File: config.mk
export PLATFORM = sky130hd
export DESIGN_NAME = apdu_parse_and_select
export DESIGN_NICKNAME = d
export VERILOG_FILES = /design/src/aps_pkg.sv /design/src/apdu_parse_and_select.sv /design/src/aps_aid_mem.sv /design/src/aps_in_stage.sv /design/src/aps_parse.sv
export VERILOG_INCLUDE_DIRS = /design/src /design/src/src
export SDC_FILE = /design/constraint.sdc
export NUM_CORES = 1
export LEC_CHECK = 0
export BUFFER_PORTS_ARGS = -buffer_cell sky130_fd_sc_hd__buf_4
export CAP_MARGIN = 20
export CORE_MARGIN = 2
export CORE_UTILIZATION = 25
export CTS_CLUSTER_SIZE = 20
export DETAILED_ROUTE_END_ITERATION = 16
export PLACE_DENSITY = 0.39
export SLEW_MARGIN = 15
export SYNTH_ARGS = -nofsm -noshare
export SYNTH_HDL_FRONTEND = slang
export SYNTH_SLANG_ARGS = --single-unit
File: constraint.sdc
create_clock -name clk -period 7.4 [get_ports clk]
set_input_delay 0.37 -clock clk [delete_from_list [all_inputs] [get_ports clk]]
set_output_delay 0.37 -clock clk [all_outputs]
set_load 0.01 [all_outputs]
File: src/apdu_parse_and_select_macros.svh
// assertion macros for the command apdu parser and selector
// used by the top level only; relies on clk and arst_n in the including scope
`ifndef APDU_PARSE_AND_SELECT_MACROS_SVH
`define APDU_PARSE_AND_SELECT_MACROS_SVH

// same-cycle implication, disabled while in reset
`define APS_ASSERT_IMP(lbl, ante, cons) \
	lbl: assert property (@(posedge clk) disable iff (!arst_n) (ante) |-> (cons)) \
		else $error("aps assertion failed");

// next-cycle implication, disabled while in reset
`define APS_ASSERT_NEXT(lbl, ante, cons) \
	lbl: assert property (@(posedge clk) disable iff (!arst_n) (ante) |=> (cons)) \
		else $error("aps assertion failed");

`endif

File: src/aps_pkg.sv
// shared types, sizes and codes of the command apdu parser and selector
// no dependencies
`default_nettype none

package aps_pkg;

	localparam int NUM_APPS  = 4;
	localparam int AID_MAX   = 16;
	localparam int FRAME_MAX = 512;

	localparam int CNT_W  = $clog2(FRAME_MAX + 1);
	localparam int AID_AW = $clog2(AID_MAX);
	localparam int ROW_W  = NUM_APPS * 8;
	localparam int APP_W  = 2;
	localparam int LEN_W  = 5;
	localparam int HDR_MIN = 4;

	localparam logic [7:0] CLA_LOCAL  = 8'h00;
	localparam logic [7:0] INS_SELECT = 8'hA4;
	localparam logic [7:0] P1_BY_NAME = 8'h04;

	localparam logic [15:0] SW_OK        = 16'h9000;
	localparam logic [15:0] SW_SHORT     = 16'h6E00;
	localparam logic [15:0] SW_LENGTH    = 16'h6700;
	localparam logic [15:0] SW_NOT_FOUND = 16'h6A82;
	localparam logic [15:0] SW_BAD_INS   = 16'h6D00;
	localparam logic [15:0] SW_NONE      = 16'h0000;

	typedef enum logic [1:0] {
		CMD_APDU       = 2'd0,
		CMD_AID_BYTE   = 2'd1,
		CMD_APP_SET    = 2'd2,
		CMD_DISCONNECT = 2'd3
	} aps_cmd_t;

	typedef enum logic [1:0] {
		OUT_REPLY   = 2'd0,
		OUT_FORWARD = 2'd1,
		OUT_DISC    = 2'd2
	} aps_outcome_t;

	// one beat held in the input register
	typedef struct packed {
		aps_cmd_t             cmd;
		logic [7:0]           data_byte;
		logic                 last;
		logic [APP_W-1:0]     app_index;
		logic [LEN_W-1:0]     aid_length;
		logic                 app_enable;
		logic [CNT_W-1:0]     pos;
		logic                 take;
	} aps_item_t;

	// one result beat
	typedef struct packed {
		aps_outcome_t     outcome;
		logic [15:0]      status_word;
		logic [7:0]       class_byte;
		logic [7:0]       instr_byte;
		logic [7:0]       param_one;
		logic [7:0]       param_two;
		logic [7:0]       data_length;
		logic [7:0]       max_resp_length;
		logic [APP_W-1:0] current_app;
		logic             app_is_selected;
		logic             selected_now;
		logic             deselected_prev;
	} aps_result_t;

endpackage

`default_nettype wire

File: src/apdu_parse_and_select.sv
// top level of the command apdu parser and application selector
// uses aps_pkg, aps_in_stage, aps_parse and the assertion macro header
//
// channel | dir | tdata                                         | tuser   | tlast
// s_      | in  | data_byte, app_index, aid_position, aid_length, | cmd     | last
//         |     | app_enable                                    |         |
// m_      | out | status_word .. deselected_prev                | outcome | -
//
// a result beat is registered in the result register after its input beat has passed the input register,
// which reads its table row; one beat a cycle while the output does not stall
// s_tready drops only while the input register is full and the result is not taken
// reset clears counter, header, lengths, presence and selection; identifiers are not cleared
`default_nettype none

`include "apdu_parse_and_select_macros.svh"

module apdu_parse_and_select (
	input  wire         clk,
	input  wire         arst_n,
	input  wire         s_tvalid,
	output logic        s_tready,
	// [7:0] data_byte, [9:8] app_index, [13:10] aid_position, [18:14] aid_length,
	// [19] app_enable, [23:20] zero
	input  wire [23:0]  s_tdata,
	// [1:0] cmd
	input  wire [1:0]   s_tuser,
	input  wire         s_tlast,
	output logic        m_tvalid,
	input  wire         m_tready,
	// [15:0] status_word, [23:16] class_byte, [31:24] instr_byte, [39:32] param_one,
	// [47:40] param_two, [55:48] data_length, [63:56] max_resp_length,
	// [65:64] current_app, [66] app_is_selected, [67] selected_now,
	// [68] deselected_prev, [71:69] zero
	output logic [71:0] m_tdata,
	// [1:0] outcome
	output logic [1:0]  m_tuser
);
	import aps_pkg::*;

	logic               advance;
	logic               valid_s1;
	aps_item_t          item_s1;
	logic [ROW_W-1:0]   row_s1;
	aps_result_t        res_q;

	// input register and table lookup
	aps_in_stage u_in_stage (
		.clk      (clk),
		.arst_n   (arst_n),
		.s_tvalid (s_tvalid),
		.s_tready (s_tready),
		.s_tdata  (s_tdata),
		.s_tuser  (s_tuser),
		.s_tlast  (s_tlast),
		.advance  (advance),
		.valid_s1 (valid_s1),
		.item_s1  (item_s1),
		.row_s1   (row_s1)
	);

	// parse, select and result register
	aps_parse u_parse (
		.clk         (clk),
		.arst_n      (arst_n),
		.valid_s1    (valid_s1),
		.item_s1     (item_s1),
		.row_s1      (row_s1),
		.m_tready    (m_tready),
		.advance     (advance),
		.out_valid_q (m_tvalid),
		.res_q       (res_q)
	);

	// result beat packing
	assign m_tuser = res_q.outcome;
	assign m_tdata = {3'b000, res_q.deselected_prev, res_q.selected_now, res_q.app_is_selected,
		res_q.current_app, res_q.max_resp_length, res_q.data_length, res_q.param_two,
		res_q.param_one, res_q.instr_byte, res_q.class_byte, res_q.status_word};

	// checks
	`APS_ASSERT_IMP(a_stall_only_on_output, !s_tready, m_tvalid && !m_tready)
	`APS_ASSERT_IMP(a_disc_clears, m_tvalid && res_q.outcome == OUT_DISC,
		!res_q.app_is_selected && res_q.current_app == '0 && res_q.status_word == SW_NONE)
	`APS_ASSERT_IMP(a_select_ok, m_tvalid && res_q.selected_now,
		res_q.app_is_selected && res_q.status_word == SW_OK && res_q.outcome == OUT_REPLY)
	`APS_ASSERT_IMP(a_forward_needs_sel, m_tvalid && res_q.outcome == OUT_FORWARD,
		res_q.app_is_selected && res_q.status_word == SW_OK)

endmodule

`default_nettype wire

File: src/aps_aid_mem.sv
// identifier table: one row per byte position, one byte lane per application
// uses aps_pkg for sizes
`default_nettype none

module aps_aid_mem (
	input  wire                         clk,
	input  wire                         wr_en,
	input  wire [aps_pkg::AID_AW-1:0]   wr_addr,
	input  wire [aps_pkg::APP_W-1:0]    wr_lane,
	input  wire [7:0]                   wr_data,
	input  wire                         rd_en,
	input  wire [aps_pkg::AID_AW-1:0]   rd_addr,
	output logic [aps_pkg::ROW_W-1:0]   rd_data_q
);
	import aps_pkg::*;

	logic [ROW_W-1:0] mem_q [AID_MAX];

	// byte-lane write, registered row read
	always_ff @(posedge clk) begin
		if (wr_en) begin
			mem_q[wr_addr][wr_lane*8 +: 8] <= wr_data;
		end
		if (rd_en) begin
			rd_data_q <= mem_q[rd_addr];
		end
	end

endmodule

`default_nettype wire

File: src/aps_in_stage.sv
// input register stage: byte counter, table writes and table row lookup
// uses aps_pkg and aps_aid_mem
`default_nettype none

module aps_in_stage (
	input  wire                       clk,
	input  wire                       arst_n,
	input  wire                       s_tvalid,
	output logic                      s_tready,
	input  wire [23:0]                s_tdata,
	input  wire [1:0]                 s_tuser,
	input  wire                       s_tlast,
	input  wire                       advance,
	output logic                      valid_s1,
	output aps_pkg::aps_item_t        item_s1,
	output logic [aps_pkg::ROW_W-1:0] row_s1
);
	import aps_pkg::*;

	logic             accept;
	aps_cmd_t         cmd;
	logic [7:0]       data_byte;
	logic [APP_W-1:0] app_index;
	logic [3:0]       aid_position;
	logic [CNT_W-1:0] count_q;
	logic [CNT_W-1:0] data_ofs;
	logic             take;
	logic             wr_en;

	// beat unpacking
	assign cmd          = aps_cmd_t'(s_tuser);
	assign data_byte    = s_tdata[7:0];
	assign app_index    = s_tdata[9:8];
	assign aid_position = s_tdata[13:10];

	assign s_tready = !valid_s1 || advance;
	assign accept   = s_tvalid && s_tready;
	assign take     = count_q < CNT_W'(FRAME_MAX);
	assign data_ofs = count_q - CNT_W'(5);

	assign wr_en = accept && (cmd == CMD_AID_BYTE) && (int'(app_index) < NUM_APPS)
		&& (int'(aid_position) < AID_MAX);

	// byte counter and input register
	always_ff @(posedge clk or negedge arst_n) begin
		if (!arst_n) begin
			count_q  <= '0;
			valid_s1 <= 1'b0;
		end else begin
			if (s_tready) begin
				valid_s1 <= s_tvalid;
			end
			if (accept) begin
				case (cmd)
					CMD_APDU: begin
						if (s_tlast) begin
							count_q <= '0;
						end else if (take) begin
							count_q <= count_q + CNT_W'(1);
						end
					end
					CMD_DISCONNECT: count_q <= '0;
					default: count_q <= count_q;
				endcase
			end
		end
	end

	// payload of the input register
	always_ff @(posedge clk) begin
		if (accept) begin
			item_s1.cmd        <= cmd;
			item_s1.data_byte  <= data_byte;
			item_s1.last       <= s_tlast;
			item_s1.app_index  <= app_index;
			item_s1.aid_length <= s_tdata[18:14];
			item_s1.app_enable <= s_tdata[19];
			item_s1.pos        <= count_q;
			item_s1.take       <= take;
		end
	end

	// table row for this byte position, read as the beat enters
	aps_aid_mem u_aid_mem (
		.clk       (clk),
		.wr_en     (wr_en),
		.wr_addr   (aid_position[AID_AW-1:0]),
		.wr_lane   (app_index),
		.wr_data   (data_byte),
		.rd_en     (accept),
		.rd_addr   (data_ofs[AID_AW-1:0]),
		.rd_data_q (row_s1)
	);

endmodule

`default_nettype wire

File: src/aps_parse.sv
// frame state, prefix match, frame check, selection and result register
// uses aps_pkg; fed by aps_in_stage
`default_nettype none

module aps_parse (
	input  wire                       clk,
	input  wire                       arst_n,
	input  wire                       valid_s1,
	input  aps_pkg::aps_item_t        item_s1,
	input  wire [aps_pkg::ROW_W-1:0]  row_s1,
	input  wire                       m_tready,
	output logic                      advance,
	output logic                      out_valid_q,
	output aps_pkg::aps_result_t      res_q
);
	import aps_pkg::*;

	logic [7:0]        hdr_q [5];
	logic [7:0]        hdr_nx [5];
	logic [7:0]        le_q;
	logic [7:0]        le_nx;
	logic [NUM_APPS-1:0] flags_q;
	logic [NUM_APPS-1:0] flags_nx;
	logic [NUM_APPS-1:0] mism;
	logic [LEN_W-1:0]  len_q [NUM_APPS];
	logic [NUM_APPS-1:0] present_q;
	logic [APP_W-1:0]  sel_idx_q;
	logic              sel_valid_q;
	logic [APP_W-1:0]  sel_idx_nx;
	logic              sel_valid_nx;

	logic              go;
	logic [CNT_W-1:0]  n;
	logic [CNT_W-1:0]  k;
	logic [CNT_W-1:0]  rem;
	logic              in_data;
	logic [7:0]        lc;
	logic [7:0]        le;
	logic              short_frame;
	logic              len_err;
	logic              is_select;
	logic              found;
	logic [APP_W-1:0]  hit_idx;
	logic              has_res;
	logic              restart;
	aps_result_t       res_nx;

	assign advance = !out_valid_q || m_tready;
	assign go      = valid_s1 && advance;

	// header capture and per-application prefix compare
	always_comb begin
		hdr_nx = hdr_q;
		if (item_s1.cmd == CMD_APDU && item_s1.take) begin
			if (item_s1.pos == '0) begin
				for (int j = 0; j < 5; j++) begin
					hdr_nx[j] = 8'h00;
				end
			end
			if (item_s1.pos < CNT_W'(5)) begin
				hdr_nx[item_s1.pos[2:0]] = item_s1.data_byte;
			end
		end
		for (int i = 0; i < NUM_APPS; i++) begin
			mism[i] = row_s1[i*8 +: 8] != item_s1.data_byte;
		end
		k       = item_s1.pos - CNT_W'(5);
		in_data = item_s1.cmd == CMD_APDU && item_s1.take && item_s1.pos >= CNT_W'(5)
			&& k < CNT_W'(hdr_q[4]) && k < CNT_W'(AID_MAX);
		flags_nx = in_data ? (flags_q & ~mism) : flags_q;
		le_nx    = item_s1.take ? item_s1.data_byte : le_q;
	end

	// length check on the closing byte
	always_comb begin
		n   = item_s1.take ? item_s1.pos + CNT_W'(1) : item_s1.pos;
		rem = n - CNT_W'(5);
		lc  = 8'h00;
		le  = 8'h00;
		len_err     = 1'b0;
		short_frame = n < CNT_W'(HDR_MIN);
		if (n == CNT_W'(5)) begin
			le = hdr_nx[4];
		end else if (n > CNT_W'(5)) begin
			lc = hdr_nx[4];
			if (rem < CNT_W'(lc) || rem > CNT_W'(lc) + CNT_W'(1)) begin
				len_err = 1'b1;
			end else if (rem == CNT_W'(lc) + CNT_W'(1)) begin
				le = le_nx;
			end
		end
	end

	// first present entry whose identifier starts with the data
	always_comb begin
		found   = 1'b0;
		hit_idx = '0;
		for (int i = NUM_APPS - 1; i >= 0; i--) begin
			if (present_q[i] && CNT_W'(lc) <= CNT_W'(len_q[i]) && (lc == 8'h00 || flags_nx[i]))
			begin
				found   = 1'b1;
				hit_idx = APP_W'(i);
			end
		end
		is_select = hdr_nx[0] == CLA_LOCAL && hdr_nx[1] == INS_SELECT
			&& hdr_nx[2] == P1_BY_NAME;
	end

	// result and selection update
	always_comb begin
		sel_idx_nx   = sel_idx_q;
		sel_valid_nx = sel_valid_q;
		has_res      = 1'b0;
		restart      = 1'b0;
		res_nx.outcome         = OUT_REPLY;
		res_nx.status_word     = SW_OK;
		res_nx.class_byte      = hdr_nx[0];
		res_nx.instr_byte      = hdr_nx[1];
		res_nx.param_one       = hdr_nx[2];
		res_nx.param_two       = hdr_nx[3];
		res_nx.data_length     = lc;
		res_nx.max_resp_length = le;
		res_nx.selected_now    = 1'b0;
		res_nx.deselected_prev = 1'b0;
		case (item_s1.cmd)
			CMD_APDU: begin
				if (item_s1.last) begin
					has_res = 1'b1;
					restart = 1'b1;
					if (short_frame || len_err) begin
						res_nx.status_word     = short_frame ? SW_SHORT : SW_LENGTH;
						res_nx.data_length     = 8'h00;
						res_nx.max_resp_length = 8'h00;
					end else if (is_select) begin
						if (found) begin
							sel_idx_nx   = hit_idx;
							sel_valid_nx = 1'b1;
							res_nx.selected_now    = 1'b1;
							res_nx.deselected_prev = sel_valid_q;
						end else begin
							res_nx.status_word = SW_NOT_FOUND;
						end
					end else if (sel_valid_q) begin
						res_nx.outcome = OUT_FORWARD;
					end else if (hdr_nx[0] == CLA_LOCAL && hdr_nx[1] != INS_SELECT) begin
						res_nx.status_word = SW_BAD_INS;
					end else begin
						res_nx.status_word = SW_NOT_FOUND;
					end
				end
			end
			CMD_DISCONNECT: begin
				has_res      = 1'b1;
				restart      = 1'b1;
				sel_idx_nx   = '0;
				sel_valid_nx = 1'b0;
				res_nx.outcome         = OUT_DISC;
				res_nx.status_word     = SW_NONE;
				res_nx.class_byte      = 8'h00;
				res_nx.instr_byte      = 8'h00;
				res_nx.param_one       = 8'h00;
				res_nx.param_two       = 8'h00;
				res_nx.data_length     = 8'h00;
				res_nx.max_resp_length = 8'h00;
				res_nx.deselected_prev = sel_valid_q;
			end
			default: begin
				has_res = 1'b0;
			end
		endcase
		res_nx.current_app     = sel_valid_nx ? sel_idx_nx : '0;
		res_nx.app_is_selected = sel_valid_nx;
	end

	// frame, table and selection state, result valid
	always_ff @(posedge clk or negedge arst_n) begin
		if (!arst_n) begin
			for (int j = 0; j < 5; j++) begin
				hdr_q[j] <= 8'h00;
			end
			for (int i = 0; i < NUM_APPS; i++) begin
				len_q[i] <= '0;
			end
			le_q        <= 8'h00;
			flags_q     <= '1;
			present_q   <= '0;
			sel_idx_q   <= '0;
			sel_valid_q <= 1'b0;
			out_valid_q <= 1'b0;
		end else begin
			if (advance) begin
				out_valid_q <= valid_s1 && has_res;
			end
			if (go) begin
				hdr_q       <= hdr_nx;
				le_q        <= le_nx;
				flags_q     <= restart ? '1 : flags_nx;
				sel_idx_q   <= sel_idx_nx;
				sel_valid_q <= sel_valid_nx;
				if (item_s1.cmd == CMD_APP_SET && int'(item_s1.app_index) < NUM_APPS) begin
					len_q[item_s1.app_index] <= (item_s1.aid_length > LEN_W'(AID_MAX))
						? LEN_W'(AID_MAX) : item_s1.aid_length;
					present_q[item_s1.app_index] <= item_s1.app_enable;
				end
			end
		end
	end

	// result payload
	always_ff @(posedge clk) begin
		if (go && has_res) begin
			res_q <= res_nx;
		end
	end

endmodule

`default_nettype wire

After elaboration in Yosys (flattened, before gate mapping). Memories as Yosys holds them, arrays and structs flattened. A register that Yosys moved wholly into a read port is not among the register bits. Cells that the tools add are included.

Logic and storage cells: 201. Output and inout port bits: 76. Memory bits (writable): 512. Bits of input ports: 31. Register bits: 192. Latch bits: 0. Memories: 1. Bits in read-only memories: 0.

Memory list: u_in_stage.u_aid_mem.mem_q (words 16, bits a word 32, rd ports 1, clocked after Yosys merged registers in 1, write ports 1, RTL line aps_aid_mem.sv:17) `logic [ROW_W-1:0] mem_q [AID_MAX];`.

Div/mod/pow operators: 0. $lt $le $gt $ge: 20. Shift-type cells: 2. $mul: 0. Reduce and logical (&&, ||, !) cells: 42. Bitwise operators: 7. Muxes and demuxes: 71. Equal/unequal tests: 14. $add $sub $neg: 7.

Operators with widths (count): 2-to-1 mux 40 bit (4); 2-to-1 mux 16 bit (6); 2-to-1 mux 8 bit (8); bitwise mux 40 bit (1); case mux 18 bit (2 select lines) (1); negator 5 -> 34 bit (1); variable shift 8 x 34 -> 32 bit, first input constant (1); variable part select 8 x 34 -> 32 bit (1); <= comparator 8 x 5 -> 1 bit (4); 2-to-1 mux 32 bit (1); inequality test 8 bit (4); case mux 16 bit (2 select lines) (1); 2-to-1 mux 10 bit (3); demux 8 bit (select 3 bit) (1); logical AND 1 bit (23); 2-to-1 mux 2 bit (11); adder 10 x 1 -> 10 bit, second input constant (2); bitwise mux 20 bit (1); < comparator 10 x 3 -> 1 bit, second input constant (2); < comparator 10 x 8 -> 1 bit (2); case mux 10 bit (2 select lines) (1); subtractor 10 x 3 -> 10 bit, second input constant (2); 2-to-1 mux 1 bit (18); 2-to-1 mux 18 bit (1); other kinds (45) (63).

Depth between registers and ports, before layout.
Word-level depth: 22. Mapped depth: 22. Mapped depth without buffers: 18.

Modules after synthesis. A second synthesis with hierarchy kept.

Cells, all modules: 1994. Area, all modules: 31515.2 µm².

Modules (own cells, without submodules): aps_aid_mem (sequential area each 16335.7 µm², area an instance 20722.4 µm², cells an instance 953, times used 1); aps_parse (sequential area each 3868.7 µm², area an instance 9136.3 µm², cells an instance 930, times used 1); aps_in_stage (sequential area each 1176.1 µm², area an instance 1630.3 µm², cells an instance 107, times used 1); apdu_parse_and_select (sequential area each 0.0 µm², area an instance 26.3 µm², cells an instance 4, times used 1).

Worst setup path before layout. OpenSTA, ideal clock, no wires.

Kind: flip-flop to flip-flop. Start: register u_in_stage.item_s1[0] (netlist name). End: register u_parse.res_q[4] (netlist name). Buffers on the path: 5. Clock period less this slack: 5.180 ns. Cell stages (with the launch flop): 22. Setup slack: 2.220 ns. Arrival time: 4.910 ns. Library setup time: 0.270 ns. Required time: 7.130 ns. Cell sequence: edfxtp_1 > buf_2 > clkbuf_1 > buf_1 > xor2_1 > inv_1 > ha_1 > o311a_1 > and3_1 > buf_2 > buf_1 > nor2_1 > ha_1 > nor2b_1 > o211ai_1 > a21oi_1 > or4bb_1 > o221ai_4 > a32oi_4 > nor4_4 > a2bb2oi_1 > o22ai_1.

Word-level cells in the longest chain between the ends: 16. Elaborated cells between the ends (all ways): 61. Classes of those cells: 2 x add/sub; 8 x order compare; 3 x eq/ne; 26 x mux; 22 x reduce/logical.

RTL lines: 2-to-1 mux 10 bit / logical AND 1 bit (equally long branches) (RTL line aps_parse.sv:76, aps_parse.sv:54, aps_parse.sv:68); > comparator 10 x 3 -> 1 bit (tied with other cells) (RTL line aps_parse.sv:84) `end else if (n > CNT_W'(5)) begin`; 2-to-1 mux 8 bit / logical AND 1 bit (equally long branches) (RTL line aps_parse.sv:84, aps_parse.sv:69); 2-to-1 mux 8 bit / logical AND 1 bit (equally long branches) (RTL line aps_parse.sv:82, aps_parse.sv:69); <= comparator 8 x 5 -> 1 bit (tied with other cells) (RTL line aps_parse.sv:99) `if (present_q[i] && CNT_W'(lc) <= CNT_W'(len_q[i]) && (lc == 8'h00 || flags_nx[i]))`; logical AND 1 bit / logical OR 1 bit (equally long branches) (RTL line aps_parse.sv:99); logical AND 1 bit (RTL line aps_parse.sv:99); 2-to-1 mux 2 bit / 2-to-1 mux 1 bit (equally long branches) (4 in series) (RTL line aps_parse.sv:99); 2-to-1 mux 2 bit / 2-to-1 mux 1 bit (equally long branches) (RTL line aps_parse.sv:135) `if (found) begin`; 2-to-1 mux 2 bit / 2-to-1 mux 1 bit (equally long branches) (RTL line aps_parse.sv:134) `end else if (is_select) begin`; 2-to-1 mux 2 bit / 2-to-1 mux 1 bit (equally long branches) (RTL line aps_parse.sv:130) `if (short_frame || len_err) begin`; 2-to-1 mux 2 bit / 2-to-1 mux 1 bit (equally long branches) (RTL line aps_parse.sv:127) `if (item_s1.last) begin`; case mux 2 bit (2 select lines) / case mux 1 bit (2 select lines) (equally long branches) (RTL line aps_parse.sv:125) `case (item_s1.cmd)`.

Parallel ways exist; a longest one is shown, timed or not. A chain may end at the register's enable or synchronous reset.

Worst setup path after layout.
Start: register u_in_stage.item_s1[1] (netlist name). End: register u_parse.res_q[60] (netlist name).

Word-level cells in the longest chain between the ends: 22. Elaborated cells between the ends (all ways): 72. Classes of those cells: 4 x add/sub; 14 x order compare; 4 x eq/ne; 25 x mux; 1 x bitwise; 24 x reduce/logical.

RTL lines (RTL line): parallel branches: the longest is 19 deep, another holds adder 10 x 1 -> 10 bit; 2-to-1 mux 16 bit * (aps_parse.sv:130); 2-to-1 mux 18 bit * (aps_parse.sv:127); case mux 18 bit (2 select lines) * (aps_parse.sv:125).

Every way passes the cells marked *. The select of a mux whose other input is x is not followed.

==> run metrics <==
first-pass GRT wire length around 120,000 um; H-tree depth 3; asr flop ratio synth approximately an eighth; Max Slew Vio Count 0; die area ~130,000 sq um; pwr dens about 280 nW/um^2; Design Power just over 10 mW; GRT overflow 0; fin crit share 80.03%; Fillers ~12k; DR vias/cell roughly 4.6; post-route ant nets 0; TritonCTS buffer count slightly above 80; Crit Path Category register to register; top_reg_cell synth edfxtp_1; Synth Warn # 0; most common cell after layout, fill and taps aside edfxtp_1; Clock Latency Late Sink around 650 ps; RSZ-0062 raised after global routing no; Worst VDD drop between 0.3 and 0.4 mV; Post-Route Skew roughly 27 ps; CTS tree yes; layout cells sized above 1 between 20% and 30%; leakage about 11 nW; nature of the critical path startpoint register; Port Buffer Count 93; final worst setup slack 1478 ps; Die X about 360 um; largest net degree at the start of global routing 99; CP Max Fanout 13; Setup TNS 0 ps; Area Growth Syn to Fin 17.20%; critical-path cell list inv_1, ha_1, nor4b_1, nand4_1, a22oi_1, nor2_1, ha_1, inv_1, a211oi_1, o31ai_1, a22oi_1, o221ai_2, a32oi_4, nand4bb_1, a2111oi_1; via count roughly 17k; Synth Cell Area approximately 31,000 sq um; initial antenna violation count 5; Slew HR between 20 and 30%; Final HPWL DP between 50,000 and 60,000 um; DR iter-0 viols roughly 1.2k; CORE AREA roughly 120,000 sq um; endpoints failing setup 0; final wirelength 82,630 um; largest area contributor in the netlist edfxtp_1; vias in the first global route around 18k; wire per inst ~22 um; leading cell types in the layout, fill and taps excluded edfxtp_1, mux4_2, nor2_1; Clock Path Buffers 3; top post-synthesis cells by area edfxtp_1, mux4_2, dfrtp_1, ha_1, nor2_1; IO Pins 107; setup bufs post-CTS 0; RePlAce Congestion around 0.8; DRT Pass-1 Iters 7; RR Startpoint u_in_stage.item_s1[1]; fin nets approximately 2.1k; slowest CP cell a22oi_1; critical path data required time 7810 ps; Clock Sinks around 730; pre-CTS WS ~1500 ps; Final Util 29.57%; MaxCap Viol Count 0; Synth Register Bits between 700 and 800; worst hold path endpoint u_in_stage.item_s1[17]; Fmax achieved ~170 MHz; number of flops mapped to enable cells by yosys ~640; Netlist cell types 91; FF-to-FF path depth 15; status complete, no violations; Tightest Pin Transition ~1100 ps; terminus of the critical flop-to-flop path u_parse.res_q[60]; Synth Area per Inst 16.31 sq um; DRC viols 0; Hold Path Cell Cnt 1; Post-Synthesis Cells between 1.5k and 2k; GRT Total Usage around an eighth; sequential fraction of the synthesis area approximately two thirds; r2r setup slk between 1000 and 1500 ps; minimum clock period around 6000 ps; Arr. time, crit path between 6000 and 7000 ps; CP endpoint kind register; clock slew at reported path FFs ~60 ps; Die Ht between 300 and 400 um; Fin. Hold Viols 0; ANT cells 0; Crit path largest cell delay 940 ps; area of the multi-input gates roughly 9300 sq um; row cnt 129; hold crit path type input port to register; worst hold start s_tdata[8]; Starting Density 25.23%; Clock Tree Root clkbuf_16; Reg area ~21,000 sq um; share of Yosys cell area claimed by the top area cell type around 60%
-- per-stage QoR --
step                      cells  hold WS (ps)  instance area (sq um)
after floorplan            1926         74.41                  31310
after global placement     3582         272.2                  33870
after detailed placement   3582         281.4                  33880
after CTS                  3747         18.53                  36650
after global routing       3749         36.60                  36660
final                      3749         73.42                  36660
-- final cells by class --
type	instances	area share, %
repair buffers	134	2.894
clock inverters	50	1.324
flip-flops and latches	727	58.33
inverters	63	0.6553
multi-input cells	1036	25.32
clock buffers	102	5.884
well taps	1637	5.587
-- cell usage after synthesis (30+ instances only) --
cell	instances
a22oi_1	36
and2_1	36
clkbuf_1	66
dfrtp_1	87
edfxtp_1	636
ha_1	58
inv_1	61
mux4_2	160
nand2_1	126
nand3_1	30
nor2_1	140
o21ai_0	88
xnor2_1	49
-- timing repair --
item | in CTS | in global routing
hold buffers | 13 | 0
hold endpoints to repair | 32 | 0
resized for setup | 0 | 0
-- worst max-delay path by stage --
stage	start	to	slack, ps	cells after the start
6_report	u_in_stage.item_s1[1]	u_parse.res_q[60]	1480	15
5_1_grt	u_in_stage.item_s1[1]	u_parse.res_q[60]	1050	15
4_1_cts	u_in_stage.item_s1[1]	u_parse.res_q[60]	1450	15
3_5_place_dp	u_in_stage.item_s1[1]	u_parse.res_q[60]	1500	15
3_3_place_gp	u_in_stage.item_s1[1]	u_parse.res_q[2]	1670	17
2_1_floorplan	u_in_stage.item_s1[0]	u_parse.res_q[4]	2220	21
-- state kept, by name, summed over array words and instances, names as in the netlist, 8 cells and up --
register                        flops
u_parse.le_q                        8
u_in_stage.count_q                 10
u_in_stage.item_s1                 30
u_in_stage.u_aid_mem.mem_q        512
u_parse.hdr_q                      40
u_parse.res_q                      62
u_parse.len_q                      20
u_in_stage.u_aid_mem.rd_data_q     32
-- kinds of logic (layout without fill, tap and decap cells) --
| kind of cell | Yosys count | count (layout) | synth area share (%) |
|---|---|---|---|
| compound gates | 237 | 237 | 5.212 |
| simple gates | 480 | 480 | 7.580 |
| xor+xnor | 60 | 60 | 1.680 |
| fa+ha+maj | 58 | 58 | 2.320 |
| mux | 192 | 192 | 12.64 |
| other cells | 1 | 9 | 0.01199 |
| flops | 727 | 727 | 68.35 |
| buf+inv | 163 | 349 | 2.200 |
-- metal layers --
metal | vias to the layer above | part of all wire, % | GRT usage [%]
li1 | 7747 | - | -
met3 | 129 | 4.3 | 1.985
met5 | - | 0 | 0
met2 | 439 | 48 | 20.96
met1 | 8980 | 46 | 17.60
met4 | 0 | 2.5 | 3.925
-- where the power goes --
part           internal (mW)  switching, mW
registers               4.61          0.116
logic                  0.728          0.902
clock network           2.30           1.70
-- critical path: cells and delay by family (launching register included) --
kind | cells | cell delay, ps
flops | 1 | 610
compound gates | 7 | 2670
buf+inv | 2 | 290
simple gates | 4 | 1320
fa+ha+maj | 2 | 790
(Power assumes the default switching activity.)
